<file path="src/rtl/core/uv_sphere_vertex_generator_assert.svh">
// Assertion macros for the sphere vertex generator.
`ifndef UV_SPHERE_VERTEX_GENERATOR_ASSERT_SVH
`define UV_SPHERE_VERTEX_GENERATOR_ASSERT_SVH

`ifndef SYNTHESIS
`define UVS_ASSERT(label, prop, msg) \
  label: assert property (@(posedge clk) disable iff (rst) (prop)) else $error(msg);
`define UVS_ASSERT_NEXT(label, ante, cons, msg) \
  label: assert property (@(posedge clk) disable iff (rst) (ante) |=> (cons)) else $error(msg);
`else
`define UVS_ASSERT(label, prop, msg)
`define UVS_ASSERT_NEXT(label, ante, cons, msg)
`endif

`endif

</file>
<file path="src/rtl/core/uvs_pkg.sv">
package uvs_pkg;

  localparam int SW        = 11;  // slice count width
  localparam int RW        = 12;  // partial remainder width
  localparam int QW        = 33;  // integer bit plus 32 fraction bits
  localparam int DIV_STEPS = 32;
  localparam int TAP_STEP  = 13;  // remainder after 14 fraction bits
  localparam int NLANE     = 3;
  localparam int LANE_RS   = 0;   // ring index over slices
  localparam int LANE_SS   = 1;   // slice index over slices
  localparam int LANE_RR   = 2;   // ring index over rings
  localparam int CW        = 34;
  localparam int ATAN_ENTRIES = 24;

  localparam logic [3:0] REG_RADIUS = 4'd0;
  localparam logic [3:0] REG_SLICES = 4'd1;

  localparam logic [14:0] ONE_Q14   = 15'd16384;
  localparam logic [30:0] HALF_PI_Q30 = 31'd1686629713;
  localparam logic signed [CW-1:0] INV_GAIN_Q30 = 34'sd652032874;

  localparam logic signed [CW-1:0] ATAN_Q30 [ATAN_ENTRIES] = '{
    34'sd843314857, 34'sd497837829, 34'sd263043837, 34'sd133525159,
    34'sd67021687,  34'sd33543516,  34'sd16775851,  34'sd8388437,
    34'sd4194283,   34'sd2097149,   34'sd1048576,   34'sd524288,
    34'sd262144,    34'sd131072,    34'sd65536,     34'sd32768,
    34'sd16384,     34'sd8192,      34'sd4096,      34'sd2048,
    34'sd1024,      34'sd512,       34'sd256,       34'sd128
  };

  typedef enum logic [1:0] {QUAD_I, QUAD_II, QUAD_III, QUAD_IV} quad_t;

  typedef struct packed {
    logic [9:0]  ring_index;
    logic [10:0] slice_index;
  } in_t;

  typedef struct packed {
    logic signed [23:0] pos_x;
    logic signed [23:0] pos_y;
    logic signed [23:0] pos_z;
    logic signed [15:0] normal_x;
    logic signed [15:0] normal_y;
    logic signed [15:0] normal_z;
    logic [14:0]        tex_u;
    logic [14:0]        tex_v;
    logic signed [15:0] tangent_x;
    logic signed [15:0] tangent_z;
    logic               index_error;
  } out_t;

  typedef struct packed {
    logic [RW-1:0] rem;
    logic [QW-1:0] quo;
    logic [RW-1:0] rem_tap;
  } div_lane_t;

  typedef struct packed {
    div_lane_t [NLANE-1:0] lane;
    logic                  err;
  } div_t;

  typedef logic signed [CW-1:0] cw_t;

  typedef struct packed {
    cw_t x;
    cw_t y;
    cw_t z;
  } rot_t;

  typedef struct packed {
    rot_t  [1:0] rot;   // 0: ring angle, 1: slice angle
    quad_t [1:0] quad;
    logic [14:0] tex_u;
    logic [14:0] tex_v;
    logic        err;
  } cord_t;

  // First step of the long division: integer quotient bit and remainder.
  function automatic div_lane_t div_init(input logic [SW-1:0] n, input logic [SW-1:0] d);
    div_lane_t l;
    logic ge;
    ge = (n >= d);
    l.rem = ge ? RW'(n - d) : RW'(n);
    l.quo = QW'(ge);
    l.rem_tap = '0;
    return l;
  endfunction

  function automatic logic signed [15:0] clamp_unit(input logic signed [18:0] v);
    if (v > 19'sd16384) begin
      return 16'sd16384;
    end else if (v < -19'sd16384) begin
      return -16'sd16384;
    end
    return v[15:0];
  endfunction

  function automatic logic signed [15:0] round_q30(input cw_t v);
    logic signed [CW:0] s;
    logic signed [CW:0] t;
    s = (CW+1)'(v) + 35'sd32768;
    t = s >>> 16;
    return clamp_unit(t[18:0]);
  endfunction

  function automatic logic signed [15:0] mul_q14(input logic signed [15:0] a,
                                                 input logic signed [15:0] b);
    logic signed [31:0] p;
    logic signed [32:0] s;
    logic signed [32:0] t;
    p = a * b;
    s = 33'(p) + 33'sd8192;
    t = s >>> 14;
    return clamp_unit(t[18:0]);
  endfunction

endpackage

</file>
<file path="src/rtl/core/uvs_div_cell.sv">
module uvs_div_cell import uvs_pkg::*; #(
  parameter int STEP = 0
) (
  input  logic                       clk,
  input  logic                       en,
  input  logic [NLANE-1:0][SW-1:0]   dvsr,
  input  div_t                       d_in,
  output div_t                       d_out
);

  div_t nxt;

  always_comb begin
    logic [RW:0] two;
    logic        ge;
    logic [RW:0] rn;
    nxt = d_in;
    for (int l = 0; l < NLANE; l++) begin
      two = {d_in.lane[l].rem, 1'b0};
      ge  = (two >= (RW+1)'(dvsr[l]));
      rn  = ge ? two - (RW+1)'(dvsr[l]) : two;
      nxt.lane[l].rem = rn[RW-1:0];
      nxt.lane[l].quo = {d_in.lane[l].quo[QW-2:0], ge};
      if (STEP == TAP_STEP) begin
        nxt.lane[l].rem_tap = rn[RW-1:0];
      end
    end
  end

  always_ff @(posedge clk) begin
    if (en) begin
      d_out <= nxt;
    end
  end

endmodule

</file>
<file path="config.mk">
export PLATFORM = sky130hd
export DESIGN_NAME = uvs_div_cell
export DESIGN_NICKNAME = d
export VERILOG_FILES = /design/src/rtl/core/uv_sphere_vertex_generator_assert.svh /design/src/rtl/core/uvs_pkg.sv /design/src/rtl/core/uvs_div_cell.sv
export SDC_FILE = /design/constraint.sdc
export NUM_CORES = 1
export LEC_CHECK = 0
export ABC_AREA = 1
export BUFFER_PORTS_ARGS = -buffer_cell sky130_fd_sc_hd__buf_2
export CAP_MARGIN = 20
export CORE_AREA = 2 2 149 151
export CTS_BUF_LIST = sky130_fd_sc_hd__clkbuf_16
export DETAILED_ROUTE_END_ITERATION = 8
export DIE_AREA = 0 0 151 153
export PLACE_DENSITY = 0.63
export SYNTH_ARGS = -nofsm -noshare
export SYNTH_HDL_FRONTEND = slang
export SYNTH_SLANG_ARGS = --single-unit
</file>
<file path="constraint.sdc">
create_clock -name clk -period 1.9 [get_ports clk]
set_clock_uncertainty 0.1 [all_clocks]
set_input_delay 0 -clock clk [delete_from_list [all_inputs] [get_ports clk]]
set_output_delay 0 -clock clk [all_outputs]
set_load 0.02 [all_outputs]
</file>
Yosys cells after proc, flatten, opt, wreduce, memory -nomap -nowiden
Cells that the tools add are included.
- add/subtract/negate cells: 3
- $lt $le $gt $ge: 3
- muxes and demuxes: 3
- operators with widths (cell ; number):
    greater-or-equal comparator 13 x 11 -> 1 bit ; 3
    2-to-1 mux 12 bit ; 3
    subtractor 12 x 11 -> 12 bit ; 3
- input port bits: 207
- output and inout port bits: 172
- logic and storage cells: 22
- register bits after elaboration: 172

Longest topological paths before layout
- depth after elaboration: 2
- depth in mapped cells: 12
- gate-level depth less buffers: 12

Worst setup path after synthesis
OpenSTA, ideal clock, no wires.
- path type: in2reg
- start: in dvsr[7] (netlist bit)
- end: reg d_out[49] (netlist bit), data pin
- stages on the path: 11
- data required time: 1547 ps
- setup slack: 426 ps
- path buffers: 1
- library setup time: 253 ps
- arrival time: 1121 ps
- path through: inv_1 ha_1 nand2_1 inv_1 nand2_1 nand2_1 a21oi_1 nand3_2 buf_6 nand2_1 nand2_1
- RTL lines (item ; RTL line ; source):
    from (decl) ; uvs_div_cell.sv:6 ; input logic [NLANE-1:0][SW-1:0] dvsr,
    to (signal assigned) ; uvs_div_cell.sv:32 ; d_out <= nxt;
    to (decl) ; uvs_div_cell.sv:8 ; output div_t d_out

==> impl_metrics.json <==
{
  "muxShareOfSynthArea_pct": 0,
  "crit_top_cell": "nand2_1",
  "drive_gt1_share_pct": 35.7,
  "drtPass1Iterations": 6,
  "crit_path_end_kind": "register",
  "synth_top_family_by_area": "simple AND/OR/NAND/NOR gates",
  "arrival_ns": 1.93,
  "cp_cell_sequence": "dlygate4sd3_1 > buf_2 > ha_2 > nand2_1 > nor3_2 > nand3_2 > buf_4 > nand4_1 > nand2_1",
  "synthCells": 742,
  "syn_to_final_growth_pct": 62.4,
  "ir_drop_mv": 0.526,
  "largest_reg_flops": 172,
  "dp.cells": 1404,
  "start_util_pct": 37.1,
  "grt_start_max_net_pins": 49,
  "routed_wl_um": 25400,
  "synth_area_leaders": "edfxtp_1, nand2_1, inv_1",
  "die_w_um": 151,
  "yosys_warnings": 0,
  "yosys.cell_count.top_type": "nand2_1",
  "drc": 0,
  "vias_per_cell": 4.57,
  "final_area_mm2": 0.0129,
  "root_buffer": "clkbuf_16",
  "final_cells": 1612,
  "synth_common_cells": "nand2_1, edfxtp_1, inv_1",
  "cp_data_required_time_ns": 1.97,
  "diodes": 0,
  "synth_area_mm2": 0.00798,
  "cts_max_path_buffers": 2,
  "numCtsBuffers": 17,
  "cts_num_sinks": 172,
  "post_drt_wl_per_cell_um": 15.8,
  "ys_async_sr_fraction_pct": 0,
  "post_dp_cell_area_mm2": 0.0103,
  "htreeDepth": 4,
  "drt_iter0_drc": 389,
  "period_needed_ns": 1.85,
  "cp_slowest_cell": "dlygate4sd3_1",
  "status": "finished, final reports clean",
  "num_vias": 7365,
  "syn_nets": 985,
  "regMostFlops": "d_out",
  "report.final.slew_viol_count": 0,
  "worst_pin_slew_ns": 0.438,
  "fillers": 1771,
  "synth_largest_area_cell": "edfxtp_1",
  "fp.dieH_um": 153,
  "grt_use_total_pct": 20.8,
  "numPortBuffers": 375,
  "antenna_found_initial": 1,
  "slew-limit-headroom_pct": 70.8,
  "grt-ovfl-total": 0,
  "crit_type": "in2reg",
  "fin_nets": 1562,
  "yosys.area.top_type_share_pct": 64.8,
  "cts_tree": "done",
  "multi_input_area_mm2": 0.00252,
  "synth_compound_area_share_pct": 0.973,
  "grt_pass1_vias": 7277,
  "clkTransAtPathRegs_ns": 0.07,
  "critPathLaunchType": "input port",
  "synth_cell_type_count": 23,
  "synth_xor_area_share_pct": 1.32,
  "powerDensity_mw_per_mm2": 821,
  "ys.flop_type": "edfxtp_1",
  "cpPeakStageDelay_ns": 0.53,
  "synth-simple-area-share_pct": 20.1,
  "hold_path_class": "in2reg",
  "synth-seq-area-share_pct": 64.8,
  "fmax_mhz": 539,
  "cp_max_fo": 6,
  "core_mm2": 0.0215,
  "grt_pass1_wl_um": 36900,
  "synth_fa_ha_area_share_pct": 5.93,
  "die_area_mm2": 0.0231,
  "leakagePower_nw": 6.23,
  "top_regs": "d_out x172",
  "synth_seq_cells": 172,
  "min_period_over_period_pct": 97.6,
  "setup_viol_count_final": 0,
  "hold_viol": 0,
  "synth-edff-count": 172,
  "num_rows": 54,
  "ios": 379,
  "finalWeightedCongestion": 0.910,
  "post-dp-hpwl_um": 18100,
  "cpLargestDelayFamily": "buffers and inverters",
  "ant_nets": 0,
  "area.sequential_mm2": 0.00516,
  "crit_buf_inv": 3,
  "avgSynthCellArea_um2": 10.7,
  "maxCapViolations": 0
}
[stage by stage]
stage          util, %  setup TNS, ns  hold WS (ns)  power [mW]  setup WS (ns)
6_report          60.3              0        0.0299        10.6         0.0452
5_1_grt           60.3        -0.0160        0.0553        11.1        -0.0160
4_1_cts           58.9              0       0.00827        10.6        0.00523
3_5_place_dp      48.0              0        0.0781        6.72         0.0278
3_3_place_gp      48.0              0        0.0762        6.69         0.0771
2_1_floorplan        -              0      -0.00113        5.88          0.426
[report_power, final]
group	leakage, nW	internal [mW]	switching [mW]	total [mW]
Clock	0.304	1.83	1.78	3.61
Sequential	1.68	4.59	0.0938	4.68
Combinational	4.24	0.955	1.38	2.34
[cells by family (layout without fill, tap and decap cells)]
logic type | after synthesis | after routing
simple gates | 371 | 373
flops | 172 | 172
buf+inv | 137 | 725
fa+ha+maj | 36 | 36
compound gates | 14 | 14
xor+xnor | 12 | 12
[worst min-delay path, cell delays in order]
cell     delay (ns)
buf_2          0.10
fa_1           0.15
inv_1          0.03
nand2_1        0.05
nand2_1        0.04
[what timing repair did]
item	in CTS	in global routing
setup endpoints to repair	0	36
setup buffers	0	3
hold buffers	171	0
endpoints found under the hold margin	203	0
gates resized for setup	0	45
[cells in the final DEF (no fill, tap or decap), drive strengths merged, types with 4 or more instances in the layout]
| cell | netlist | routed |
|---|---|---|
| clkbuf | 2 | 17 |
| ha | 33 | 33 |
| dlygate4sd3 | 0 | 171 |
| nand4 | 29 | 29 |
| xor2 | 9 | 9 |
| inv | 127 | 135 |
| buf | 8 | 395 |
| a21oi | 12 | 12 |
| edfxtp | 172 | 172 |
| clkinv | 0 | 7 |
| nand3 | 54 | 56 |
| nand2 | 249 | 249 |
| nor2 | 35 | 35 |
| nor3 | 4 | 4 |
[routing by layer]
layer / GRT usage [%] / vias up / part of all wire [%]
li1: - / 3625 / -
met1: 24.4 / 3376 / 39
met2: 35.9 / 306 / 49
met3: 4.72 / 58 / 7.0
met4: 9.97 / 0 / 4.3
met5: 0 / - / 0
[area by class of cell]
type	instances	area share [%]
Tap cell	280	2.71
Clock buffer	17	3.29
Sequential cell	172	39.9
Inverter	127	3.68
Multi-Input combinational cell	435	19.5
Clock inverter	15	1.59
Timing Repair Buffer	566	29.4
[path summary, 6_finish.rpt]
path	startpoint	to	cells past startpoint
worst min-delay path	dvsr[1]	d_out[47]$_DFFE_PP_	5
worst max-delay path	d_in[111]	d_out[109]$_DFFE_PP_	9
No activity file was read; power rests on OpenSTA's default activity.
